--- src/sv/psr_pkg.sv ---
// shared constants, types and helper functions of the periodic stencil residual block
package psr_pkg;

  localparam int MAX_X  = 16;
  localparam int MAX_Y  = 16;
  localparam int MAX_Z  = 32;
  localparam int DEPTH  = MAX_X * MAX_Y * MAX_Z;
  localparam int IDX_W  = $clog2(DEPTH);
  localparam int X_W    = $clog2(MAX_X);
  localparam int Y_W    = $clog2(MAX_Y);
  localparam int Z_W    = $clog2(MAX_Z);
  localparam int RCP_K  = 19;
  localparam int RCP_W  = 20;
  localparam int ACC_W  = 104;

  // input operation codes
  localparam logic OP_LOAD = 1'b0;
  localparam logic OP_CALC = 1'b1;

  // configuration register indexes
  localparam logic [2:0] CFG_SIZE_X = 3'd0;
  localparam logic [2:0] CFG_SIZE_Y = 3'd1;
  localparam logic [2:0] CFG_SIZE_Z = 3'd2;
  localparam logic [2:0] CFG_INV_DX = 3'd3;
  localparam logic [2:0] CFG_INV_DY = 3'd4;
  localparam logic [2:0] CFG_INV_DZ = 3'd5;
  localparam logic [2:0] CFG_JUMP   = 3'd6;

  // decoded configuration seen by front and back
  typedef struct packed {
    logic [4:0]         nx;
    logic [4:0]         ny;
    logic [5:0]         nz;
    logic [9:0]         plane;
    logic [13:0]        ncells;
    logic [IDX_W-1:0]   ref_idx;
    logic [31:0]        inv_x;
    logic [31:0]        inv_y;
    logic [31:0]        inv_z;
    logic signed [31:0] jump;
  } psr_cfg_t;

  // classified item passed from front to back
  typedef struct packed {
    logic               op;
    logic [IDX_W-1:0]   idx;
    logic [31:0]        dens;
    logic [31:0]        pot;
    logic [IDX_W-1:0]   a_xp;
    logic [IDX_W-1:0]   a_xm;
    logic [IDX_W-1:0]   a_yp;
    logic [IDX_W-1:0]   a_ym;
    logic [IDX_W-1:0]   a_zp;
    logic [IDX_W-1:0]   a_zm;
    logic               wrap_zp;
    logic               wrap_zm;
    logic               is_ref;
  } psr_cmd_t;

  // size register clamped to 1..max
  function automatic logic [5:0] clamp_size(input logic [5:0] v, input logic [5:0] mx);
    logic [5:0] r;
    if (v == 6'd0) r = 6'd1;
    else if (v > mx) r = mx;
    else r = v;
    return r;
  endfunction

  // ceil(2^19 / d) for d in 1..32, exact quotient for 13-bit numerators
  function automatic logic [RCP_W-1:0] rcp(input logic [5:0] d);
    logic [RCP_W-1:0] r;
    unique case (d)
      6'd1:  r = 20'd524288;
      6'd2:  r = 20'd262144;
      6'd3:  r = 20'd174763;
      6'd4:  r = 20'd131072;
      6'd5:  r = 20'd104858;
      6'd6:  r = 20'd87382;
      6'd7:  r = 20'd74899;
      6'd8:  r = 20'd65536;
      6'd9:  r = 20'd58255;
      6'd10: r = 20'd52429;
      6'd11: r = 20'd47663;
      6'd12: r = 20'd43691;
      6'd13: r = 20'd40330;
      6'd14: r = 20'd37450;
      6'd15: r = 20'd34953;
      6'd16: r = 20'd32768;
      6'd17: r = 20'd30841;
      6'd18: r = 20'd29128;
      6'd19: r = 20'd27595;
      6'd20: r = 20'd26215;
      6'd21: r = 20'd24967;
      6'd22: r = 20'd23832;
      6'd23: r = 20'd22796;
      6'd24: r = 20'd21846;
      6'd25: r = 20'd20972;
      6'd26: r = 20'd20165;
      6'd27: r = 20'd19419;
      6'd28: r = 20'd18725;
      6'd29: r = 20'd18079;
      6'd30: r = 20'd17477;
      6'd31: r = 20'd16913;
      6'd32: r = 20'd16384;
      default: r = 20'd524288;
    endcase
    return r;
  endfunction

endpackage

--- src/sv/psr_queue.sv ---
// short queue between the front and back ends
module psr_queue import psr_pkg::*; (
  input  logic     clk,
  input  logic     rst_n,
  input  logic     push,
  input  psr_cmd_t push_data,
  output logic     full,
  input  logic     pop,
  output logic     q_vld,
  output psr_cmd_t q_data
);

  localparam int QD   = 4;
  localparam int QP_W = $clog2(QD);

  psr_cmd_t         mem_r [QD];
  logic [QP_W-1:0]  wp_r;
  logic [QP_W-1:0]  rp_r;
  logic [QP_W:0]    cnt_r;

  assign full   = cnt_r == (QP_W+1)'(QD);
  assign q_vld  = cnt_r != '0;
  assign q_data = mem_r[rp_r];

  // pointers and fill count
  always_ff @(posedge clk) begin
    if (!rst_n) begin
      wp_r  <= '0;
      rp_r  <= '0;
      cnt_r <= '0;
    end else begin
      if (push) wp_r <= wp_r + 1'b1;
      if (pop)  rp_r <= rp_r + 1'b1;
      if (push && !pop) cnt_r <= cnt_r + 1'b1;
      else if (pop && !push) cnt_r <= cnt_r - 1'b1;
    end
  end

  // entry storage
  always_ff @(posedge clk) begin
    if (push) mem_r[wp_r] <= push_data;
  end

  a_no_overflow: assert property (@(posedge clk) disable iff (!rst_n)
    push |-> (!full || pop))
    else $error("queue written while full");

  a_no_underflow: assert property (@(posedge clk) disable iff (!rst_n)
    pop |-> q_vld)
    else $error("queue read while empty");

  a_count_up: assert property (@(posedge clk) disable iff (!rst_n)
    (push && !pop) |=> cnt_r == $past(cnt_r) + 1'b1)
    else $error("queue count lost a push");

endmodule

--- config.mk ---
export PLATFORM = sky130hd
export DESIGN_NAME = psr_queue
export DESIGN_NICKNAME = d
export VERILOG_FILES = /design/src/sv/psr_pkg.sv /design/src/sv/psr_queue.sv
export SDC_FILE = /design/constraint.sdc
export NUM_CORES = 1
export LEC_CHECK = 0
export ABC_CLOCK_PERIOD_IN_PS = 5200
export BUFFER_PORTS_ARGS = -buffer_cell sky130_fd_sc_hd__buf_4
export CAP_MARGIN = 20
export CORE_MARGIN = 2
export CORE_UTILIZATION = 55
export CTS_CLUSTER_SIZE = 12
export DETAILED_ROUTE_END_ITERATION = 7
export PLACE_DENSITY = 0.75
export SYNTH_ARGS = -nofsm -noshare
export SYNTH_HDL_FRONTEND = slang
export SYNTH_SLANG_ARGS = --single-unit
--- constraint.sdc ---
create_clock -name clk -period 5.2 [get_ports clk]
set_input_delay 0 -clock clk [delete_from_list [all_inputs] [get_ports clk]]
set_output_delay 0 -clock clk [all_outputs]
set_load 0.02 [all_outputs]
==> reports/qor.csv <==
metric;value;unit
status;completed;
power share of the combinational group;12.9;%
Netlist cell types;19;
most frequent CP cell;buf_4;
XOR/XNOR share of the synthesized area;0.187;%
Final Worst Setup Slack;2200;ps
final setup vio count;0;
syn nets;1043;
RSZ-0062 raised after global routing;no;
drt total wl;47000;um
Tcrit/Tclk final;57.7;%
Final HPWL DP;25700;um
startpoint class of the critical path;register;
Ports;324;
reg2reg path depth;3;
Synth Area in Adders;0.353;%
crit path max fanout;43;
# port buffers;323;
Final Slew Violations;0;
max_cap viols;0;
total negative slack;0;ps
timing-limited maximum frequency;0.333;GHz
critical path arrival;3000;ps
vias in the first global route;12300;
worst slew pin tran;1120;ps
mux contribution to synthesized area;15.4;%
1st-iter DRT viols;804;
share of cells above drive strength 1;39.8;%
initial antenna violation count;3;
GPL Wtd Cong;0.728;
largest family of logic cells by synthesized area;multiplexers;
Mapped Avg Cell Area;26.8;um^2
H-tree depth;2;
Worst Setup Path Type;register to output port;
leakage;10.1;nW
peak supply drop;0.000322;V
Max clock buf depth;3;
clock sinks;645;
register area share after synthesis;82.4;%
compound-cell area share of the yosys netlist;0.0535;%
Critical Path RT;5200;ps
largest net degree at the start of global routing;92;
DRC;0;
site row count;75;
GRT Util Overall;21.6;%
#FFs+latches synth;645;
crit path max-delay cell type;dfxtp_4;
M1 GR Usage;28.3;%
die area;44200;um^2
Final Hold Viols;0;
Starting Density;55.8;%
Reg power frac;53.3;%
Clock Skew;17.7;ps
Hold Crit Class;input port to register;
CTS tree;yes;
first-pass GRT wire length;71100;um
total grt overflow;0;
Post-CTS Resized;0;
Die H;210;um
crit-path cells;buf_4 > mux4_2 > buf_4;
Synth Area in Simple Gates;0.396;%
CORE AREA;41900;um^2
number of nets in the layout;1572;
clock latency at the later pin of the worst-skew pair;600;ps
GR Layer Usage met3;5.74;%
power share of the clock group;33.7;%
Global Route met2 Usage;36.4;%
Place WS;2710;ps
Die Width;210;um
Mapped Cells;874;
Clk Tree Root Cell;clkbuf_16;
clk slew on worst S/H paths;60;ps
nature of the critical path endpoint;output port;
crit path time final;3000;ps
pwr dens;383;nW/um^2
Yosys warning total;0;
Antenna Violating Nets Remaining;0;
total CTS buffers;61;
Power Internal;8.80;mW
via count;11100;
WL/cell;23.9;um
Switching Fraction;22.6;%
crit-path max cell delay;950;ps
Synth-to-Final Area Change;26.9;%
Worst slew margin;25.5;%
worst hold path depth;2;
Most Crowded Layer GR;met2;
Vias/cell;5.65;
Synth Cell Area;23400;um^2
switching power of the nets;2.57;mW
Pre-antenna DRT Iters;5;
==> power groups by stage <==
stage | Clock, mW | Combinational (mW) | Sequential (mW)
detailed placement | 0 | 1.37 | 6.17
global route | 4.09 | 1.55 | 6.08
floorplan | 0 | 0.805 | 6.16
CTS | 3.91 | 1.48 | 6.07
global placement | 0 | 1.35 | 6.16
finish | 3.83 | 1.47 | 6.06
==> registers in the layout, indices dropped and copies added (netlist names), named ones only <==
register / cells
mem_r: 636
cnt_r: 3
wp_r: 2
rp_r: 2
==> cells in the mapped netlist, drive strengths merged <==
master / count / area, um^2
a21boi: 1 / 7.51
and2: 9 / 56.3
buf: 31 / 243
clkbuf: 5 / 18.8
dfxtp: 9 / 180
edfxtp: 636 / 19100
fa: 1 / 20.0
ha: 5 / 62.6
inv: 4 / 15.0
mux2i: 2 / 20.0
mux4: 159 / 3580
nand2: 1 / 3.75
nor2b: 2 / 12.5
nor3b: 1 / 7.51
o21ai: 1 / 5.00
or3: 2 / 12.5
xnor2: 2 / 17.5
xor2: 3 / 26.3
==> per-stage QoR <==
step           hold WS [ps]  cell area, um^2  cells  util (%)  total power [mW]
2_1_floorplan          98.9            23400    874         -              6.96
3_3_place_gp            199            26400   1716      63.0              7.51
3_5_place_dp            202            26400   1716      63.0              7.54
4_1_cts                92.7            29700   1965      70.8              11.5
5_1_grt                 118            29700   1967      70.8              11.7
6_report                139            29700   1967      70.8              11.4
==> layer usage <==
metal	vias up	part of all wire, %
met5	-	0.023
met4	2	1.7
met3	60	7.8
met2	370	51
met1	5863	40
li1	4811	-
==> area by class of cell <==
cell class | count | area, um^2
Clock inverter | 7 | 28.8
Multi-Input combinational cell | 189 | 3840
Clock buffer | 79 | 1600
Fill cell | 2379 | 12300
Sequential cell | 645 | 19300
Inverter | 4 | 15.0
Tap cell | 539 | 674
Timing Repair Buffer | 502 | 4230
Antenna cell | 2 | 5.00
==> worst paths after layout <==
path	endpoint	slack, ps	startpoint
worst max-delay path	q_data[20]	2200	register
worst min-delay path	mem_r[2][14]	140	push_data[14]
worst max register to register	mem_r[3][141]	2750	wp_r[0]
worst min register to register	cnt_r[2]	530	cnt_r[2]
==> layout by cell type, fill, tap and decap left out, drive strengths merged, types with 2 or more instances in the layout <==
cell type	n
dfxtp	9
edfxtp	636
buf	339
xor2	3
ha	5
nor2b	2
mux2i	2
xnor2	2
or3	2
diode	2
clkbuf	79
and2	9
clkinv	7
dlygate4sd3	163
inv	4
mux4	159
==> timing repair <==
action,CTS,global route
hold endpoints to repair,645,0
buffers inserted,0,0
hold buffers,163,0
==> logic make-up (layout without fill, tap and decap cells) <==
family / after synthesis / in the layout
DFF: 645 / 645
muxes: 161 / 161
buffers and inverters: 40 / 592
and+or+nand+nor: 15 / 15
adders and majority gates: 6 / 6
xor gates and xnor gates: 5 / 5
AOI/OAI and AO/OA: 2 / 2
other: 0 / 2
==> critical path, delay by kind of cell (launching register included) <==
family                 cells  cell delay, ps
muxes                      1             620
buffers and inverters      2             780
DFF                        1             950
(Power assumes the default switching activity.)
