===== src/sv/psr_pkg.sv =====
// shared constants, types and helper functions of the periodic stencil residual block
package psr_pkg;

  localparam int MAX_X  = 16;
  localparam int MAX_Y  = 16;
  localparam int MAX_Z  = 32;
  localparam int DEPTH  = MAX_X * MAX_Y * MAX_Z;
  localparam int IDX_W  = $clog2(DEPTH);
  localparam int X_W    = $clog2(MAX_X);
  localparam int Y_W    = $clog2(MAX_Y);
  localparam int Z_W    = $clog2(MAX_Z);
  localparam int RCP_K  = 19;
  localparam int RCP_W  = 20;
  localparam int ACC_W  = 104;

  // input operation codes
  localparam logic OP_LOAD = 1'b0;
  localparam logic OP_CALC = 1'b1;

  // configuration register indexes
  localparam logic [2:0] CFG_SIZE_X = 3'd0;
  localparam logic [2:0] CFG_SIZE_Y = 3'd1;
  localparam logic [2:0] CFG_SIZE_Z = 3'd2;
  localparam logic [2:0] CFG_INV_DX = 3'd3;
  localparam logic [2:0] CFG_INV_DY = 3'd4;
  localparam logic [2:0] CFG_INV_DZ = 3'd5;
  localparam logic [2:0] CFG_JUMP   = 3'd6;

  // decoded configuration seen by front and back
  typedef struct packed {
    logic [4:0]         nx;
    logic [4:0]         ny;
    logic [5:0]         nz;
    logic [9:0]         plane;
    logic [13:0]        ncells;
    logic [IDX_W-1:0]   ref_idx;
    logic [31:0]        inv_x;
    logic [31:0]        inv_y;
    logic [31:0]        inv_z;
    logic signed [31:0] jump;
  } psr_cfg_t;

  // classified item passed from front to back
  typedef struct packed {
    logic               op;
    logic [IDX_W-1:0]   idx;
    logic [31:0]        dens;
    logic [31:0]        pot;
    logic [IDX_W-1:0]   a_xp;
    logic [IDX_W-1:0]   a_xm;
    logic [IDX_W-1:0]   a_yp;
    logic [IDX_W-1:0]   a_ym;
    logic [IDX_W-1:0]   a_zp;
    logic [IDX_W-1:0]   a_zm;
    logic               wrap_zp;
    logic               wrap_zm;
    logic               is_ref;
  } psr_cmd_t;

  // size register clamped to 1..max
  function automatic logic [5:0] clamp_size(input logic [5:0] v, input logic [5:0] mx);
    logic [5:0] r;
    if (v == 6'd0) r = 6'd1;
    else if (v > mx) r = mx;
    else r = v;
    return r;
  endfunction

  // ceil(2^19 / d) for d in 1..32, exact quotient for 13-bit numerators
  function automatic logic [RCP_W-1:0] rcp(input logic [5:0] d);
    logic [RCP_W-1:0] r;
    unique case (d)
      6'd1:  r = 20'd524288;
      6'd2:  r = 20'd262144;
      6'd3:  r = 20'd174763;
      6'd4:  r = 20'd131072;
      6'd5:  r = 20'd104858;
      6'd6:  r = 20'd87382;
      6'd7:  r = 20'd74899;
      6'd8:  r = 20'd65536;
      6'd9:  r = 20'd58255;
      6'd10: r = 20'd52429;
      6'd11: r = 20'd47663;
      6'd12: r = 20'd43691;
      6'd13: r = 20'd40330;
      6'd14: r = 20'd37450;
      6'd15: r = 20'd34953;
      6'd16: r = 20'd32768;
      6'd17: r = 20'd30841;
      6'd18: r = 20'd29128;
      6'd19: r = 20'd27595;
      6'd20: r = 20'd26215;
      6'd21: r = 20'd24967;
      6'd22: r = 20'd23832;
      6'd23: r = 20'd22796;
      6'd24: r = 20'd21846;
      6'd25: r = 20'd20972;
      6'd26: r = 20'd20165;
      6'd27: r = 20'd19419;
      6'd28: r = 20'd18725;
      6'd29: r = 20'd18079;
      6'd30: r = 20'd17477;
      6'd31: r = 20'd16913;
      6'd32: r = 20'd16384;
      default: r = 20'd524288;
    endcase
    return r;
  endfunction

endpackage


===== src/sv/psr_front.sv =====
// front end: accepts items, drops out-of-range ones, splits the index and forms neighbor addresses
module psr_front import psr_pkg::*; (
  input  logic             clk,
  input  logic             rst_n,
  input  psr_cfg_t         cfg,
  input  logic             in_valid,
  output logic             in_ready,
  input  logic             in_op,
  input  logic [12:0]      in_cell_index,
  input  logic [31:0]      in_density,
  input  logic [31:0]      in_potential,
  output logic             push,
  output psr_cmd_t         push_data,
  input  logic             q_full
);

  logic                 adv;
  logic                 in_rng;
  logic [32:0]          prod1;
  logic [32:0]          prod2;
  logic [IDX_W-1:0]     zdiff;
  logic [IDX_W-1:0]     ydiff;

  // stage 1
  logic                 s1_vld_r;
  logic                 s1_op_r;
  logic [IDX_W-1:0]     s1_idx_r;
  logic [31:0]          s1_dens_r;
  logic [31:0]          s1_pot_r;
  logic [IDX_W-1:0]     s1_q1_r;
  // stage 2
  logic                 s2_vld_r;
  logic                 s2_op_r;
  logic [IDX_W-1:0]     s2_idx_r;
  logic [31:0]          s2_dens_r;
  logic [31:0]          s2_pot_r;
  logic [IDX_W-1:0]     s2_q1_r;
  logic [IDX_W-1:0]     s2_q2_r;
  logic [Z_W-1:0]       s2_z_r;
  // stage 3
  logic                 s3_vld_r;
  logic                 s3_op_r;
  logic [IDX_W-1:0]     s3_idx_r;
  logic [31:0]          s3_dens_r;
  logic [31:0]          s3_pot_r;
  logic [X_W-1:0]       s3_x_r;
  logic [Y_W-1:0]       s3_y_r;
  logic [Z_W-1:0]       s3_z_r;
  // stage 4
  logic                 s4_vld_r;
  psr_cmd_t             s4_cmd_r;
  psr_cmd_t             s4_cmd_nxt;

  logic [X_W-1:0]       xp;
  logic [X_W-1:0]       xm;
  logic [Y_W-1:0]       yp;
  logic [Y_W-1:0]       ym;
  logic [Z_W-1:0]       zp;
  logic [Z_W-1:0]       zm;
  logic                 wzp;
  logic                 wzm;

  // linear address of a grid point
  function automatic logic [IDX_W-1:0] addr_of(input logic [X_W-1:0] xx,
                                              input logic [Y_W-1:0] yy,
                                              input logic [Z_W-1:0] zz,
                                              input psr_cfg_t c);
    logic [13:0] a;
    a = 14'(zz) + 14'(c.nz * yy) + 14'(c.plane * xx);
    return a[IDX_W-1:0];
  endfunction

  // whole front advances unless the last stage is blocked by a full queue
  assign adv      = !s4_vld_r || !q_full;
  assign in_ready = adv;
  assign push     = s4_vld_r && !q_full;
  assign push_data = s4_cmd_r;

  // stage 1: range check and first reciprocal multiply
  assign in_rng = {1'b0, in_cell_index} < cfg.ncells;
  assign prod1  = 33'(in_cell_index) * 33'(rcp(cfg.nz));

  always_ff @(posedge clk) begin
    if (!rst_n) begin
      s1_vld_r <= 1'b0;
    end else if (adv) begin
      s1_vld_r <= in_valid && in_rng;
    end
  end

  always_ff @(posedge clk) begin
    if (adv) begin
      s1_op_r   <= in_op;
      s1_idx_r  <= in_cell_index;
      s1_dens_r <= in_density;
      s1_pot_r  <= in_potential;
      s1_q1_r   <= prod1[RCP_K+IDX_W-1:RCP_K];
    end
  end

  // stage 2: z remainder and second reciprocal multiply
  assign zdiff = s1_idx_r - IDX_W'(s1_q1_r * cfg.nz);
  assign prod2 = 33'(s1_q1_r) * 33'(rcp({1'b0, cfg.ny}));

  always_ff @(posedge clk) begin
    if (!rst_n) begin
      s2_vld_r <= 1'b0;
    end else if (adv) begin
      s2_vld_r <= s1_vld_r;
    end
  end

  always_ff @(posedge clk) begin
    if (adv) begin
      s2_op_r   <= s1_op_r;
      s2_idx_r  <= s1_idx_r;
      s2_dens_r <= s1_dens_r;
      s2_pot_r  <= s1_pot_r;
      s2_q1_r   <= s1_q1_r;
      s2_q2_r   <= prod2[RCP_K+IDX_W-1:RCP_K];
      s2_z_r    <= zdiff[Z_W-1:0];
    end
  end

  // stage 3: y remainder and x
  assign ydiff = s2_q1_r - IDX_W'(s2_q2_r * cfg.ny);

  always_ff @(posedge clk) begin
    if (!rst_n) begin
      s3_vld_r <= 1'b0;
    end else if (adv) begin
      s3_vld_r <= s2_vld_r;
    end
  end

  always_ff @(posedge clk) begin
    if (adv) begin
      s3_op_r   <= s2_op_r;
      s3_idx_r  <= s2_idx_r;
      s3_dens_r <= s2_dens_r;
      s3_pot_r  <= s2_pot_r;
      s3_x_r    <= s2_q2_r[X_W-1:0];
      s3_y_r    <= ydiff[Y_W-1:0];
      s3_z_r    <= s2_z_r;
    end
  end

  // stage 4: periodic neighbors and their addresses
  always_comb begin
    wzp = (6'(s3_z_r) + 6'd1) == cfg.nz;
    wzm = s3_z_r == '0;
    xp  = ((5'(s3_x_r) + 5'd1) == cfg.nx) ? '0 : X_W'(s3_x_r + 1'b1);
    xm  = (s3_x_r == '0) ? X_W'(cfg.nx - 5'd1) : X_W'(s3_x_r - 1'b1);
    yp  = ((5'(s3_y_r) + 5'd1) == cfg.ny) ? '0 : Y_W'(s3_y_r + 1'b1);
    ym  = (s3_y_r == '0) ? Y_W'(cfg.ny - 5'd1) : Y_W'(s3_y_r - 1'b1);
    zp  = wzp ? '0 : Z_W'(s3_z_r + 1'b1);
    zm  = wzm ? Z_W'(cfg.nz - 6'd1) : Z_W'(s3_z_r - 1'b1);

    s4_cmd_nxt.op      = s3_op_r;
    s4_cmd_nxt.idx     = s3_idx_r;
    s4_cmd_nxt.dens    = s3_dens_r;
    s4_cmd_nxt.pot     = s3_pot_r;
    s4_cmd_nxt.a_xp    = addr_of(xp, s3_y_r, s3_z_r, cfg);
    s4_cmd_nxt.a_xm    = addr_of(xm, s3_y_r, s3_z_r, cfg);
    s4_cmd_nxt.a_yp    = addr_of(s3_x_r, yp, s3_z_r, cfg);
    s4_cmd_nxt.a_ym    = addr_of(s3_x_r, ym, s3_z_r, cfg);
    s4_cmd_nxt.a_zp    = addr_of(s3_x_r, s3_y_r, zp, cfg);
    s4_cmd_nxt.a_zm    = addr_of(s3_x_r, s3_y_r, zm, cfg);
    s4_cmd_nxt.wrap_zp = wzp;
    s4_cmd_nxt.wrap_zm = wzm;
    s4_cmd_nxt.is_ref  = s3_idx_r == cfg.ref_idx;
  end

  always_ff @(posedge clk) begin
    if (!rst_n) begin
      s4_vld_r <= 1'b0;
    end else if (adv) begin
      s4_vld_r <= s3_vld_r;
    end
  end

  always_ff @(posedge clk) begin
    if (adv) begin
      s4_cmd_r <= s4_cmd_nxt;
    end
  end

  // only in-range items get past the first stage
  a_s1_in_range: assert property (@(posedge clk) disable iff (!rst_n)
    s1_vld_r |-> ({1'b0, s1_idx_r} < cfg.ncells))
    else $error("front stage holds an out-of-range cell");

endmodule


===== config.mk =====
export PLATFORM = sky130hd
export DESIGN_NAME = psr_front
export DESIGN_NICKNAME = d
export VERILOG_FILES = /design/src/sv/psr_pkg.sv /design/src/sv/psr_front.sv
export SDC_FILE = /design/constraint.sdc
export NUM_CORES = 2
export LEC_CHECK = 0
export BUFFER_PORTS_ARGS = -buffer_cell sky130_fd_sc_hd__buf_2
export CAP_MARGIN = 20
export CORE_MARGIN = 1
export CORE_UTILIZATION = 47
export DETAILED_ROUTE_END_ITERATION = 7
export MAX_ROUTING_LAYER = met4
export PLACE_DENSITY = 0.66
export SLEW_MARGIN = 0
export SYNTH_ARGS = -nofsm -noshare
export SYNTH_HDL_FRONTEND = slang
export SYNTH_SLANG_ARGS = --single-unit

===== constraint.sdc =====
create_clock -name clk -period 16.9 [get_ports clk]
set_input_delay 3.38 -clock clk [delete_from_list [all_inputs] [get_ports clk]]
set_output_delay 3.38 -clock clk [all_outputs]
set_load 0.01 [all_outputs]

==> metrics.md <==
| Metric | Value |
|---|---|
| Status | `complete, no violations` |
| DRC | `0` |
| Filler cells | `roughly 7000` |
| Starting Density | `47.83%` |
| CP most frequent cell | `fa_1` |
| GRT Util Overall | `21.52%` |
| Layout cells sized above 1 | `between 10% and 20%` |
| First-pass GRT wire length | `between 100000 and 150000 um` |
| CTS tree | `built` |
| Final Routed Wirelength | `approximately 83000 um` |
| Port Buf Inserts | `about 300` |
| Seq/Total Area, Yosys | `between 30 and 40%` |
| Max-cap check violation count | `0` |
| Drt pass-1 iters | `5` |
| Routed Antenna Nets | `0` |
| Routability cong. | `a little under 0.9` |
| Core Util, Final | `a little over half` |
| Vias in the first global route | `about 25000` |
| I/O pins | `around 420` |
| Layout Nets | `4809` |
| Clock buffer depth | `3` |
| CP max stage delay | `~0.55 ns` |
| Crit path DAT | `between 10 and 15 ns` |
| DIE AREA | `roughly 82000 um2` |
| H-tree depth | `2` |
| Fmax | `around 95 MHz` |
| Min-Delay Path Class | `flip-flop to flip-flop` |
| Clk_lat worst skew | `0.62 ns` |
| Final setup skew | `roughly 0.051 ns` |
| Resized Gates After CTS | `0` |
| WS Path Type | `input port to flip-flop` |
| Setup violators final | `0` |
| Largest net degree at the start of global routing | `between 150 and 200` |
| Core area | `around 80000 um2` |
| Setup Total Neg Slack | `0 ns` |
| Initial antenna violation count | `6` |
| Top delay family on crit path | `adder cells` |
| Sink Count | `436` |
| Drt first-iter violations | `roughly 1400` |
| Slew headroom | `around 30%` |
| Main synth FF type | `edfxtp_1` |
| CTS Hold Bufs | `0` |
| Synth cell types | `81` |
| Number of register bits inferred by synthesis | `approximately 440` |
| Critical path required time | `17.26 ns` |
| Num CTS Buffers | `47` |
| Fin crit share | `62.02%` |
| Site Rows | `between 100 and 150` |
| Vias per inst | `between 5 and 6` |
| Slew Limit Fails | `0` |
| Area after DPL | `approximately 41000 um2` |
| Yosys warns | `0` |
| Worst-Margin Slew | `between 1 and 1.5 ns` |
| Synthesized instance count | `3522` |
| Die height | `286.5 um` |
| Mapped Area | `38030 um2` |
| Routed wire length per instance | `between 15 and 20 um` |
| Design Area, Final | `roughly 42000 um2` |
| Overflow after GRT | `0` |
| Critical path buffer and inverter count | `6` |
| Fin crit period | `approximately 10 ns` |
| Via Count | `24810` |
| Dpl hpwl | `between 60000 and 70000 um` |
| CP startpoint kind | `input port` |
| Post-synth EDFFs | `432` |
| Clk slew on worst S/H paths | `approximately 0.07 ns` |
| Postcts setup bufs | `0` |
| Area grow syn2layout | `11.02%` |
| Asr flop ratio synth | `0%` |
| RSZ-0062 raised after global routing | `false` |
| Average cell area after synthesis | `about 11 um2` |
| CP max stage cell | `fa_1` |
| Final hold viol count | `0` |
| Critical path endpoint category | `flip-flop` |
| CTS Root Buffer Type | `clkbuf_16` |
| Syn_nets | `4564` |
| Critical path fanouts, max | `25` |
| Die X | `between 200 and 300 um` |
## path summary, 6_finish.rpt
| check | startpoint | endpoint | slack, ns | depth (start not counted) |
|---|---|---|---|---|
| hold reg to reg | s2_idx_r[2] | s3_idx_r[2] | 0.40 | 0 |
| hold / removal | s2_idx_r[2] | s3_idx_r[2] | 0.40 | 0 |
| setup / recovery | cfg[166] | s1_q1_r[12] | 6.42 | 26 |
| setup reg to reg | s3_x_r[2] | push_data[54] | 9.98 | 20 |
## worst register-to-register path, stage by stage, from the launching register on
cell	delay (ns)
edfxtp_1	0.71
nand2_1	0.15
fa_1	0.56
fa_1	0.46
fa_1	0.42
xnor2_1	0.46
inv_1	0.21
fa_1	0.54
fa_1	0.51
fa_1	0.49
inv_1	0.04
ha_1	0.31
nor2b_1	0.18
o21ai_0	0.12
a21boi_0	0.23
o21ai_0	0.18
a21boi_0	0.26
o21ai_0	0.16
a21boi_0	0.27
o21ai_1	0.11
xnor2_1	0.33
## synth_stat cells (4+ instances only)
cell type / number / area [um2]
a21boi_0: 10 / 75.07
o2111ai_1: 4 / 35.03
nand2_1: 479 / 1798
o21ai_1: 9 / 45.04
inv_1: 660 / 2477
buf_2: 11 / 55.05
o31ai_1: 4 / 30.03
edfxtp_1: 432 / 12970
o21a_1: 8 / 60.06
nand2b_1: 29 / 181.4
xnor2_1: 136 / 1191
a211oi_1: 14 / 105.1
clkbuf_1: 120 / 450.4
nor4_1: 5 / 31.28
o21bai_1: 17 / 127.6
a31oi_1: 14 / 87.58
and2b_1: 5 / 37.54
fa_1: 485 / 9709
and3_1: 11 / 68.82
or2_2: 4 / 25.02
dfxtp_1: 4 / 80.08
nor2b_1: 24 / 150.1
nor2_1: 93 / 349.1
ha_1: 294 / 3679
nor3_1: 22 / 110.1
a311oi_1: 4 / 35.03
nand3_1: 28 / 140.1
a21o_1: 39 / 292.8
o211ai_1: 7 / 52.55
nand4_1: 9 / 56.30
a21oi_1: 119 / 595.6
and2_1: 250 / 1564
xor2_1: 44 / 385.4
buf_1: 7 / 26.28
o21ai_0: 50 / 250.2
## flip-flops by register name, indices dropped and copies added (netlist names), 4 cells and up
register	count
s3_idx_r	13
s1_idx_r	13
s3_pot_r	32
s3_x_r	4
push_data	159
s2_pot_r	32
s3_y_r	4
s3_z_r	5
s2_idx_r	13
s2_dens_r	32
s3_dens_r	32
s2_q1_r	4
s2_q2_r	4
s2_z_r	5
s1_q1_r	13
s1_dens_r	32
s1_pot_r	32
## logic make-up (layout without fill, tap and decap cells)
kind of cell	Yosys count	after routing	synth area share, %
adders and majority gates	779	779	35.20
and+or+nand+nor	973	973	12.22
DFF	436	436	34.32
other	0	5	0
AOI/OAI and AO/OA	345	345	5.922
buffers and inverters	804	1088	7.991
muxes	4	4	0.1415
xor gates and xnor gates	181	181	4.205
## per-stage QoR
| step | instances | hold WS (ns) | setup WS (ns) |
|---|---|---|---|
| floorplan | 3522 | 0.4003 | 1.010 |
| global placement | 4766 | 0.4003 | 5.810 |
| detailed placement | 4767 | 0.4045 | 5.786 |
| CTS | 4855 | 0.3907 | 6.435 |
| global route | 4861 | 0.3999 | 5.967 |
| finish | 4861 | 0.4008 | 6.418 |
## cell type report
type	instances	area, um2	area share, %
Sequential cell	436	13050	30.92
Inverter	665	2496	5.912
Multi-Input combinational cell	2282	21960	52.01
Antenna cell	5	12.51	0.02963
Tap cell	1050	1314	3.112
Timing Repair Buffer	335	1793	4.247
Clock inverter	36	380.4	0.9009
Clock buffer	52	1215	2.878
## placed cells by master (no fill, tap or decap), types with 11 or more instances in the layout
master     count
inv_1        660
fa_1         485
nand2_1      478
edfxtp_1     432
buf_2        295
ha_1         294
and2_1       250
xnor2_1      136
a21oi_1      119
nor2_1        93
o21ai_0       49
clkbuf_16     47
xor2_1        44
a21o_1        39
buf_4         38
nand2b_1      29
nand3_1       28
nor2b_1       24
nor3_1        21
o21bai_1      17
a211oi_1      14
a31oi_1       14
clkinv_2      12
and3_1        11
## per-layer routing
layer,up-vias,track usage [%],wire [um]
met5,-,-,0
met4,0,4.572,1357
met3,91,2.027,3698
met2,579,36.21,41360
met1,12500,28.36,36410
li1,11640,-,-
Power is left out: the tool's default activity adds up to more than one toggle a clock period on the data nets, which glitch-free logic cannot reach.
